==> src/hw/rtl/frdr_div_cell.sv <==
// ----------------------------------------------------------------------------
// frdr_div_cell
// One restoring divide step: one quotient bit per cell, registered.
// ----------------------------------------------------------------------------
module frdr_div_cell #(
    parameter int DW = 32,
    parameter int QW = 30,
    parameter int LW = 30,
    parameter int PW = 1
) (
    input  logic          i_clk,
    input  logic          i_rst_n,
    input  logic          i_en,
    input  logic          i_valid,
    input  logic [DW-1:0] i_rem,
    input  logic [DW-1:0] i_div,
    input  logic [QW-1:0] i_quo,
    input  logic [LW-1:0] i_low,
    input  logic [PW-1:0] i_pay,
    output logic          o_valid,
    output logic [DW-1:0] o_rem,
    output logic [DW-1:0] o_div,
    output logic [QW-1:0] o_quo,
    output logic [LW-1:0] o_low,
    output logic [PW-1:0] o_pay
);

    logic [DW:0]   t;
    logic [DW:0]   diff;
    logic          ge;
    logic [DW-1:0] n_rem;

    logic          r_valid;
    logic [DW-1:0] r_rem;
    logic [DW-1:0] r_div;
    logic [QW-1:0] r_quo;
    logic [LW-1:0] r_low;
    logic [PW-1:0] r_pay;

    always_comb begin
        t     = {i_rem, i_low[LW-1]};
        diff  = t - {1'b0, i_div};
        ge    = (t >= {1'b0, i_div});
        n_rem = ge ? diff[DW-1:0] : t[DW-1:0];
    end

    always_ff @(posedge i_clk) begin
        if (!i_rst_n) begin
            r_valid <= 1'b0;
        end else if (i_en) begin
            r_valid <= i_valid;
        end
    end

    always_ff @(posedge i_clk) begin
        if (i_en) begin
            r_rem <= n_rem;
            r_div <= i_div;
            r_quo <= {i_quo[QW-2:0], ge};
            r_low <= {i_low[LW-2:0], 1'b0};
            r_pay <= i_pay;
        end
    end

    assign o_valid = r_valid;
    assign o_rem   = r_rem;
    assign o_div   = r_div;
    assign o_quo   = r_quo;
    assign o_low   = r_low;
    assign o_pay   = r_pay;

endmodule

==> config.mk <==
export PLATFORM = sky130hd
export DESIGN_NAME = frdr_div_cell
export DESIGN_NICKNAME = d
export VERILOG_FILES = /design/src/hw/rtl/frdr_div_cell.sv
export SDC_FILE = /design/constraint.sdc
export NUM_CORES = 1
export LEC_CHECK = 0
export CAP_MARGIN = 0
export CORE_ASPECT_RATIO = 1.2
export CORE_MARGIN = 1.5
export CORE_UTILIZATION = 41
export DETAILED_ROUTE_END_ITERATION = 7
export DONT_BUFFER_PORTS = 1
export GPL_ROUTABILITY_DRIVEN = 0
export PLACE_DENSITY_LB_ADDON = 0.25
export SETUP_SLACK_MARGIN = 0.05
export SLEW_MARGIN = 20
export SYNTH_ARGS = -nofsm -noshare
export SYNTH_HDL_FRONTEND = slang
export SYNTH_SLANG_ARGS = --single-unit
==> constraint.sdc <==
create_clock -name i_clk -period 8.4 [get_ports i_clk]
set_input_delay 0.42 -clock i_clk [delete_from_list [all_inputs] [get_ports i_clk]]
set_output_delay 0.42 -clock i_clk [all_outputs]
set_load 0.01 [all_outputs]
After elaboration in Yosys (flattened, before gate mapping)
Cells that the tools add are included.

Output and inout bits: 126. Logic and storage cells: 9. Register bits: 125.

$add $sub $neg: 1. Multiplexer cells: 1. Order comparisons: 1.

Operators by type and width (count): 33-bit by 32-bit >= comparator with 1-bit output (1); 32-bit two-way mux (1); 32-bit subtractor (1).

Logic depth before layout (Yosys ltp)
Depth in word-level cells: 2. Mapped depth: 13. Mapped depth without buffers: 12.

Worst setup path before layout
OpenSTA, ideal clock, no wires.

Kind: input to register. From: in i_div[7]. To: reg r_rem[13] (netlist: o_rem[13]) (data pin). Cell stages on the path: 12. Setup time: 262 ps. Setup slack: 5209 ps. Data arrival time: 2929 ps. Path buffers: 2. Path through: inv_1 > ha_1 > buf_2 > nand4_1 > or4_1 > a21oi_1 > nor3_1 > a211oi_2 > o21ai_2 > o31ai_4 > buf_4 > mux2_1.

Longest elaborated chain between the ends: 2. Elaborated cells on any way between the ends: 3.

Ends and longest elaborated chain: start: declaration (RTL line 16) `input logic [DW-1:0] i_div,`; 32-bit subtractor or 33-bit by 32-bit >= comparator with 1-bit output (tied branches) (RTL line 42, 43); 32-bit two-way mux * (RTL line 44) `n_rem = ge ? diff[DW-1:0] : t[DW-1:0];`; net n_rem[13] (RTL line 31) `logic [DW-1:0] n_rem;`; end signal: assignment (RTL line 57) `r_rem <= n_rem;`; end: declaration (RTL line 34) `logic [DW-1:0] r_rem;`.

The timed path passes the listed nets; every way through them passes the cells marked *. A chain may end at the register's enable or synchronous reset.

Worst setup path after layout
From: in i_div[18]. To: reg r_rem[10] (netlist: o_rem[10]) (data pin).

Longest elaborated chain between the ends: 2.

Ends and longest elaborated chain: 33-bit by 32-bit >= comparator with 1-bit output (RTL line 43) `ge = (t >= {1'b0, i_div});`; 32-bit two-way mux (RTL line 44); net n_rem[10] (RTL line 31).

The timed path passes the listed nets, and every way through them passes these cells.

==> impl_metrics.yaml <==
cells_and_area:
  drive_gt1_frac: 0.0883
  layout_commonest_cell: "edfxtp_1"
  fill_cells: 1288
  n_antenna_cell: 0
  synthToLayoutAreaGrowth_pct: 12.2
  final_area_sq_mm: 0.00671
  mostFrequentLayoutCells: "124 x edfxtp_1, 54 x a21oi_1, 38 x inv_1"
  nets: 636
global_routing:
  overflow: 0
  grt_use_total: 0.177
  grt_pass1_wl_microns: 20300
  grt_max_degree: 126
  antenna_found_initial: 0
  grt_pass1_vias: 3604
logic_synthesis:
  synth_seq_cells: 125
  yosysSeqAreaShare: 0.626
  ys_types: 49
  syn_nets: 634
  syn_area_sq_mm: 0.00598
  synth_area_leaders: "edfxtp_1 62%, ha_1 6.7%, a21oi_1 4.5%"
  synth_edf_count: 124
  yosysTopAreaCell: "edfxtp_1"
  yosys_warnings: 0
  synth-main-ff-cell: "edfxtp_1"
  yosysTopAreaCellShare: 0.623
  syn_inst: 472
  async_flop_share: 0
  avgSynthCellArea_sq_um: 12.7
drt:
  route.detailed.drc: 0
  wl_per_cell_microns: 20.7
  detail_route.iter0.violations: 198
  wl_microns: 13700
  vias: 3680
  drtPass1Iterations: 4
  vias_per_cell: 5.56
  antenna_left: 0
clocking:
  tritoncts: "yes"
  cts_root_buf: "clkbuf_16"
  post_cts_hold_buffer_count: 0
  clock-sinks: 125
  htree_levels: 4
  clkSlewWorstSetupHoldPaths_ns: 0.06
  clk-insertion-delay-late_ns: 0.41
  cts_resized: 0
  post_cts_buffers: 0
  cts.path.max_buffers: 2
  cts_buffers: 17
floorplan:
  die_w_microns: 113
  placementRows: 48
  initial_core_util: 0.418
  io_pins: 255
  dieArea_sq_mm: 0.0153
  die_h_microns: 135
  core_area_sq_mm: 0.0143
run_status:
  status: "finished, final reports clean"
setup_path:
  startpoint: "i_div[18]"
  path_class: "in -> reg"
  worstPathArrival_ns: 3.97
  start_kind: "input port"
  crit_slowest_cell: "o31ai_4"
  cpPeakStageDelay_ns: 0.78
  crit_path_max_fanout: 33
  timing.rr.end: "o_valid"
  reg2reg_from: "o_valid"
  crit_chain: "inv_1 > ha_1 > nand4_1 > or4_1 > a21oi_1 > nor3_1 > a211oi_2 > o21ai_2 > o31ai_4 > buf_4 > mux2_2"
  crit_path_end_kind: "register"
  r2r_setup_slack_ns: 7.76
  r2r_cells: 2
  worstPathRequired_ns: 8.55
sta:
  setup_viol: 0
  slew-limit-headroom: 0.408
  finalHoldViolations: 0
  post-route-period-util: 0.454
  fin_tns_setup_ns: 0
  final.min_clock_period_ns: 3.81
  rsz0062_at_grt: "false"
  drv_slew: 0
  tightest_slew_ns: 0.888
  max_freq_mhz: 262
  finClkSkew_ns: 0
placement:
  placement.io_buffers: 0
  dpl-instance-area_sq_mm: 0.00611
  post-dp-hpwl_microns: 10100
hold_path:
  whs_endpoint: "o_div[4]"
  hold_path.class: "in -> reg"
  min_from: "i_div[4]"
  whs_path_depth: 0
power:
  power.density_mw_per_mm2: 260
  leakagePower_nw: 2.57
  ir_drop_mv: 0.109
run:
  cap_violations: 0
-- routing by layer --
layer | global-route usage | share of wire
met2 | 0.313 | 0.51
met5 | 0 | 0
met4 | 0.0708 | 0.019
met1 | 0.185 | 0.37
met3 | 0.0765 | 0.094
-- registers in the layout (all words and copies together), names as in the netlist --
register and cells:
o_pay 1, o_rem 32, o_div 32, o_low 29, o_valid 1, o_quo 30
-- synth_stat cells, types with 2 or more instances --
cell / instances
edfxtp_1: 124
nor2_1: 36
nand3_1: 8
xor2_1: 11
inv_1: 38
ha_1: 32
o21a_1: 6
a2bb2oi_1: 2
o21bai_1: 3
mux2_2: 6
a21o_1: 12
o22ai_1: 2
o21ai_0: 16
nand4_1: 7
a211oi_1: 3
nand2b_1: 4
buf_4: 4
mux2_1: 4
and4_1: 2
xnor2_1: 16
nand2_1: 27
o41ai_1: 2
nor2b_1: 3
nor3_1: 2
a21oi_1: 54
a211o_1: 2
nor4_1: 4
mux2i_1: 3
o211ai_1: 4
a31oi_1: 5
buf_2: 8
clkbuf_1: 5
-- how the worst max path moves through the flow --
stage,slack (ns),end
after global routing,4.33,o_rem[10]
after CTS,4.57,o_rem[10]
after global placement,4.17,o_rem[8]
after floorplan,5.21,o_rem[13]
after detailed placement,4.14,o_rem[6]
final,4.59,o_rem[10]
-- cells by family after synthesis --
family,after synthesis,share of synthesized area
AO/OA/AOI/OAI,118,0.123
XOR/XNOR,27,0.0396
adder cells (fa/ha/maj),33,0.0703
buffers and inverters,56,0.0396
flip-flops,125,0.626
multiplexers,13,0.0239
other,1,0.000627
AND/OR/NAND/NOR,99,0.0768
-- report_power, final --
part           switching (mW)  internal [mW]
Sequential             0.0582          0.766
Combinational           0.106         0.0780
Clock                   0.289          0.447
Total                   0.453           1.29
-- worst max-delay path, delay by kind of cell --
family                     cells  cell delay, ns
muxes                          1            0.39
AOI/OAI and AO/OA              4            1.35
and+or+nand+nor                3            0.86
adders and majority gates      1            0.40
buffers and inverters          2            0.52
-- cell type report --
class	count	area (sq um)	area share
tap	175	219	0.0326
clock inverter	15	171	0.0256
sequential	125	3740	0.558
timing repair buffer	1	7.51	0.00112
clock buffer	17	425	0.0634
inverter	38	143	0.0213
multi-input combinational	291	2000	0.298
-- through the flow --
step | utilization | setup slack, ns | total power, mW | hold WS (ns) | std cells
after detailed placement | 0.428 | 4.14 | 1.02 | 0.519 | 630
final | 0.469 | 4.59 | 1.74 | 0.101 | 662
after floorplan | - | 5.21 | 0.975 | 0.519 | 472
after global placement | 0.428 | 4.17 | 1.02 | 0.519 | 630
after global routing | 0.469 | 4.33 | 1.81 | 0.0720 | 662
after CTS | 0.469 | 4.57 | 1.77 | 0.0804 | 662
Power figures use the tool's default switching activity.
