`src/hw/rtl/frdr_pkg.sv`:
```
// ----------------------------------------------------------------------------
// frdr_pkg
// Shared widths and constants for the Fresnel reflectance pipeline.
// ----------------------------------------------------------------------------
package frdr_pkg;

    localparam int MAG_W    = 17;
    localparam int IDX_W    = 16;
    localparam int SIN_W    = 31;
    localparam int ROOT_W   = 16;
    localparam int SQREM_W  = 18;
    localparam int SQIN_W   = 32;
    localparam int X_W      = 30;
    localparam int RDEN_W   = 32;
    localparam int RQ_W     = 25;
    localparam int RSTEPS   = 24;

    localparam logic [SIN_W-1:0]  ONE_Q30   = SIN_W'(1) << 30;
    localparam logic [IDX_W-1:0]  IDX_RESET = 16'd6144;

endpackage

```
`src/hw/rtl/frdr_sqrt_cell.sv`:
```
// ----------------------------------------------------------------------------
// frdr_sqrt_cell
// One digit-by-digit square root step: one root bit per cell, registered.
// ----------------------------------------------------------------------------
module frdr_sqrt_cell import frdr_pkg::*; #(
    parameter int PW = 1
) (
    input  logic               i_clk,
    input  logic               i_rst_n,
    input  logic               i_en,
    input  logic               i_valid,
    input  logic [SQREM_W-1:0] i_rem,
    input  logic [ROOT_W-1:0]  i_root,
    input  logic [SQIN_W-1:0]  i_rad,
    input  logic [PW-1:0]      i_pay,
    output logic               o_valid,
    output logic [SQREM_W-1:0] o_rem,
    output logic [ROOT_W-1:0]  o_root,
    output logic [SQIN_W-1:0]  o_rad,
    output logic [PW-1:0]      o_pay
);

    logic [SQREM_W+1:0] t;
    logic [SQREM_W+1:0] trial;
    logic [SQREM_W+1:0] diff;
    logic               ge;

    logic               r_valid;
    logic [SQREM_W-1:0] r_rem;
    logic [ROOT_W-1:0]  r_root;
    logic [SQIN_W-1:0]  r_rad;
    logic [PW-1:0]      r_pay;

    always_comb begin
        t     = {i_rem, i_rad[SQIN_W-1 -: 2]};
        trial = (SQREM_W+2)'({i_root, 2'b01});
        diff  = t - trial;
        ge    = (t >= trial);
    end

    always_ff @(posedge i_clk) begin
        if (!i_rst_n) begin
            r_valid <= 1'b0;
        end else if (i_en) begin
            r_valid <= i_valid;
        end
    end

    always_ff @(posedge i_clk) begin
        if (i_en) begin
            r_rem  <= ge ? diff[SQREM_W-1:0] : t[SQREM_W-1:0];
            r_root <= {i_root[ROOT_W-2:0], ge};
            r_rad  <= {i_rad[SQIN_W-3:0], 2'b00};
            r_pay  <= i_pay;
        end
    end

    assign o_valid = r_valid;
    assign o_rem   = r_rem;
    assign o_root  = r_root;
    assign o_rad   = r_rad;
    assign o_pay   = r_pay;

endmodule
```
`config.mk`:
```
export PLATFORM = sky130hd
export DESIGN_NAME = frdr_sqrt_cell
export DESIGN_NICKNAME = d
export VERILOG_FILES = /design/src/hw/rtl/frdr_pkg.sv /design/src/hw/rtl/frdr_sqrt_cell.sv
export SDC_FILE = /design/constraint.sdc
export NUM_CORES = 1
export LEC_CHECK = 0
export ABC_CLOCK_PERIOD_IN_PS = 2700
export BUFFER_PORTS_ARGS = -buffer_cell sky130_fd_sc_hd__buf_4
export CAP_MARGIN = 20
export CORE_MARGIN = 3
export CORE_UTILIZATION = 47
export DETAILED_ROUTE_END_ITERATION = 16
export GPL_ROUTABILITY_DRIVEN = 0
export MAX_ROUTING_LAYER = met4
export PLACE_DENSITY = 0.81
export SETUP_SLACK_MARGIN = 0.05
export SYNTH_ARGS = -nofsm -noshare
export SYNTH_HDL_FRONTEND = slang
export SYNTH_SLANG_ARGS = --single-unit
```
`constraint.sdc`:
```
create_clock -name i_clk -period 2.7 [get_ports i_clk]
set_clock_uncertainty 0.05 [all_clocks]
set_input_delay 0.135 -clock i_clk [delete_from_list [all_inputs] [get_ports i_clk]]
set_output_delay 0.135 -clock i_clk [all_outputs]
set_load 0.01 [all_outputs]
```
# --- Word-level counts from Yosys, hierarchy flattened ---
# Cells that the tools add are included.
word_totals:
  elab_cells: 8
  inputBits: 71
  ram_bits: 0
  latchBits: 0
  output_inout_bits: 68
  rom_bits: 0
  mem_count: 0
  ff_bits: 66
op_classes:
  add_sub_neg: 1
  mux: 1
  div_mod_pow: 0
  n_eq_ne: 0
  n_reduce_logical: 0
  n_bitwise: 0
  shifts: 0
  multipliers: 0
  order_cmp: 1
op_table:
  columns: ["operator", "n"]
  rows:
  - [">= comparator 20 x 18 -> 1 bit", 1]
  - ["two-way mux 18 bit", 1]
  - ["subtractor 18 bit", 1]

# --- Depth between registers and ports, before layout ---
logic_depth:
  depth_word: 2
  ltp_mapped: 10
  depth_no_buf: 9

# --- Worst setup path before layout ---
# Ideal clock, no wire load.
synth_path:
  path_kind: "input-to-reg"
  startpoint: "input i_root[0]"
  endpoint: "register r_rem[10], in the netlist o_rem[10], data pin"
  required_time_ns: 2.390
  setup_time_ns: 0.260
  path_slack_ns: 0.483
  stages: 10
  arrival_ns: 1.907
  n_path_buf: 1
  path_cell_list: "inv_1 -> ha_1 -> nand2b_1 -> a211oi_2 -> a31oi_1 -> a21oi_2 -> nor2b_2 -> o21ai_4 -> buf_12 -> mux2_4"
synth_between:
  elab_chain_cells: 2
  word_cells_on_any_way: 3
  cone_classes: "1 x add/sub; 1 x order compare; 1 x mux"
synth_lines:
  columns: ["element", "line_no", "source"]
  rows:
  - ["start: declaration", "frdr_sqrt_cell.sv:13", "input logic [ROOT_W-1:0] i_root,"]
  - [">= comparator 20 x 18 -> 1 bit", "frdr_sqrt_cell.sv:38", "ge = (t >= trial);"]
  - ["net ge", "frdr_sqrt_cell.sv:26", "logic ge;"]
  - ["two-way mux 18 bit", "frdr_sqrt_cell.sv:51", "r_rem <= ge ? diff[SQREM_W-1:0] : t[SQREM_W-1:0];"]
  - ["end signal: assignment", "frdr_sqrt_cell.sv:51", null]
  - ["end: declaration", "frdr_sqrt_cell.sv:29", "logic [SQREM_W-1:0] r_rem;"]
# The timed path passes the listed nets, and every way through them passes these cells.
# A chain may end at the register's enable or synchronous reset.

# --- Worst setup path after layout ---
layout_path:
  startpoint: "input i_root[6]"
  endpoint: "register r_rem[15], in the netlist o_rem[15], data pin"
layout_between:
  elab_chain_cells: 2
  word_cells_on_any_way: 3
  cone_classes: "1 x add/sub; 1 x order compare; 1 x mux"
layout_lines:
  columns: ["element", "line_no"]
  rows:
  - ["subtractor 18 bit or >= comparator 20 x 18 -> 1 bit (tied branches)", "frdr_sqrt_cell.sv:37, frdr_sqrt_cell.sv:38"]
  - ["two-way mux 18 bit *", "frdr_sqrt_cell.sv:51"]
# Mark *: on every way between the ends. The rest lies on a longest branch, timed or not.

==> results_dict.tcl <==
set metrics [dict create \
    dr.first_iter.drc_count 377 \
    synth_edf_count 65 \
    ant_nets 0 \
    die_w_um 88.3 \
    gr-total-overflow 0 \
    p_leak_nw 2.22 \
    clock_sinks 66 \
    crit_type "primary input to register" \
    ys_async_sr_fraction_pct 0 \
    ys_top_cells_by_count "edfxtp_1, inv_1, ha_1" \
    rsz0062_at_grt "yes" \
    initial_core_util_pct 49.3 \
    yosys_warnings 0 \
    worstMarginPinSlew_ns 0.892 \
    cap_viol_max_count 0 \
    grt_pass1_wl_um 14900 \
    fmax_mhz 367 \
    slew_headroom_pct 40.5 \
    final-hold-violation-count 0 \
    finalWirelength_um 11400 \
    mappedNetlistArea_um2 3180 \
    layout.cells.non_filler 503 \
    num_io_pins 139 \
    rrSetupSlack_ns 2.04 \
    critPathMaxFanout 3 \
    dp_slack_ns 0.328 \
    synthTopCellsByArea "edfxtp_1, ha_1, xnor2_1" \
    drc 0 \
    start_kind "primary input" \
    setup_viol_count_final 1 \
    violations "setup timing" \
    die_h_um 88.3 \
    port_buffers 136 \
    holdCritStartpoint "i_valid" \
    crit_required_ns 2.75 \
    reg2reg_depth 2 \
    clkTransAtPathRegs_ns 0.07 \
    synth_ff_type "edfxtp_1" \
    cts_htree_levels 3 \
    yosys.cell_count.top_type "edfxtp_1" \
    worstReg2RegEnd "o_valid" \
    r2r_start "o_valid" \
    vias_per_cell 5.57 \
    clockBufferDepth 2 \
    syn_inst 219 \
    syn_avg_cell_area_um2 14.5 \
    whs_endpoint "o_valid" \
    grt_max_degree 67 \
    outcome "finished with violations" \
    peakVddDrop_uv 300 \
    hold_class "primary input to register" \
    grt_antenna_before_repair 1 \
    ys_ff_latch 66 \
    clock_latency_ns 0.34 \
    core_um2 6460 \
    dieArea_um2 7800 \
    yosys.area.top_type "edfxtp_1" \
    period_needed_ns 2.73 \
    critPathArrivalTime_ns 2.78 \
    post_drt_wl_per_cell_um 22.7 \
    area_delta_synth_final_pct 62.8 \
    row_count 29 \
    vias 2802 \
    grt_use_total_pct 27.1 \
    dr.pass1.iters 6 \
    holdPathStages 3 \
    root_buffer "clkbuf_8" \
    power.density_nw_per_um2 549 \
    synth_top_area_share_pct 61.3 \
    ys_seq_area_share_pct 61.9 \
    end_kind "register" \
    layout.nets 509 \
    numCtsBuffers 9 \
    tritoncts "built" \
    dp_hpwl_um 5580 \
    ys_types 45 \
    finalWorstSetupSlack_ns -0.0280 \
    dpl.cell_count 433 \
    finalMaxSlewViolations 0 \
    drive_gt1_share_pct 49.2 \
    grt_pass1_vias 2713 \
    timing.final.crit_share_pct 101 \
]
[power breakdown]
| part | switching [W] | internal, W |
|---|---|---|
| logic | 0.000374 | 0.000437 |
| registers | 0.0000424 | 0.00125 |
| clock network | 0.000411 | 0.000327 |
[per-stage QoR]
| step | util (%) | total power (W) | TNS, ns | hold WS, ns | instance area [µm²] |
|---|---|---|---|---|---|
| after detailed placement | 66.5 | 0.00194 | 0 | 0.265 | 4300 |
| after floorplan | - | 0.00163 | 0 | 0.184 | 3190 |
| final | 80.2 | 0.00284 | -0.0280 | 0.0170 | 5180 |
| after CTS | 76.3 | 0.00270 | 0 | 0.00419 | 4930 |
| after global routing | 80.2 | 0.00295 | -0.442 | 0.0459 | 5180 |
| after global placement | 66.5 | 0.00192 | 0 | 0.263 | 4300 |
[layout make-up]
class	instances	area, µm²
inverters	19	71.3
clock inverters	6	35.0
multi-input cells	130	1250
diodes	1	2.50
clock buffers	10	128
well taps	77	96.3
flip-flops and latches	66	1970
fillers	349	1280
repair buffers	194	1620
[worst max path at each step]
stage,to,from
final,o_rem[15],i_root[6]
after global routing,o_rem[15],i_root[8]
after CTS,o_rem[11],i_root[9]
after detailed placement,o_rem[14],i_rem[9]
after global placement,o_rem[14],i_root[9]
after floorplan,o_rem[10],i_root[0]
[layout by cell type (no fill, tap or decap), drive strengths merged, types with 11 or more instances in the layout]
cell and count:
a21oi 12, buf 146, clkbuf 11, dlygate4sd3 47, edfxtp 65, ha 18
inv 19, mux2 16, xnor2 13
[worst max-delay path: stages]
cell and delay, ns:
dlygate4sd3_1 0.53, buf_4 0.11, inv_1 0.04, ha_1 0.31
a211oi_2 0.34, nor2_2 0.10, o41a_1 0.40, a31oi_4 0.24
o21ai_0 0.13, xor2_1 0.17, mux2_4 0.28
[state kept, by name (all words and copies together) (netlist names)]
| name | flops |
|---|---|
| o_root | 16 |
| o_rad | 30 |
| o_rem | 18 |
| o_pay | 1 |
| o_valid | 1 |
[metal layers]
metal  routed length [µm]  GRT usage [%]
met5                    0              -
met4                  442           10.6
met3                 1180           6.52
met2                 5550           44.4
met1                 4240           32.5
[cells by family (layout without fill, tap and decap cells)]
logic type	Yosys count	in the layout	synth area share (%)
fa+ha+maj	18	18	7.07
flops	66	66	61.9
buf+inv	24	229	3.65
compound gates	40	40	10.0
other cells	1	3	0.118
simple gates	35	35	5.42
mux	18	18	7.11
xor+xnor	17	17	4.68
[timing repair]
action | 4_1_cts | 5_1_grt
setup endpoints to repair | 0 | 16
setup buffers | 0 | 5
endpoints found under the hold margin | 47 | 0
hold buffers | 47 | 0
resized for setup | 0 | 38
Note: power is estimated with default switching activity, not from simulation.
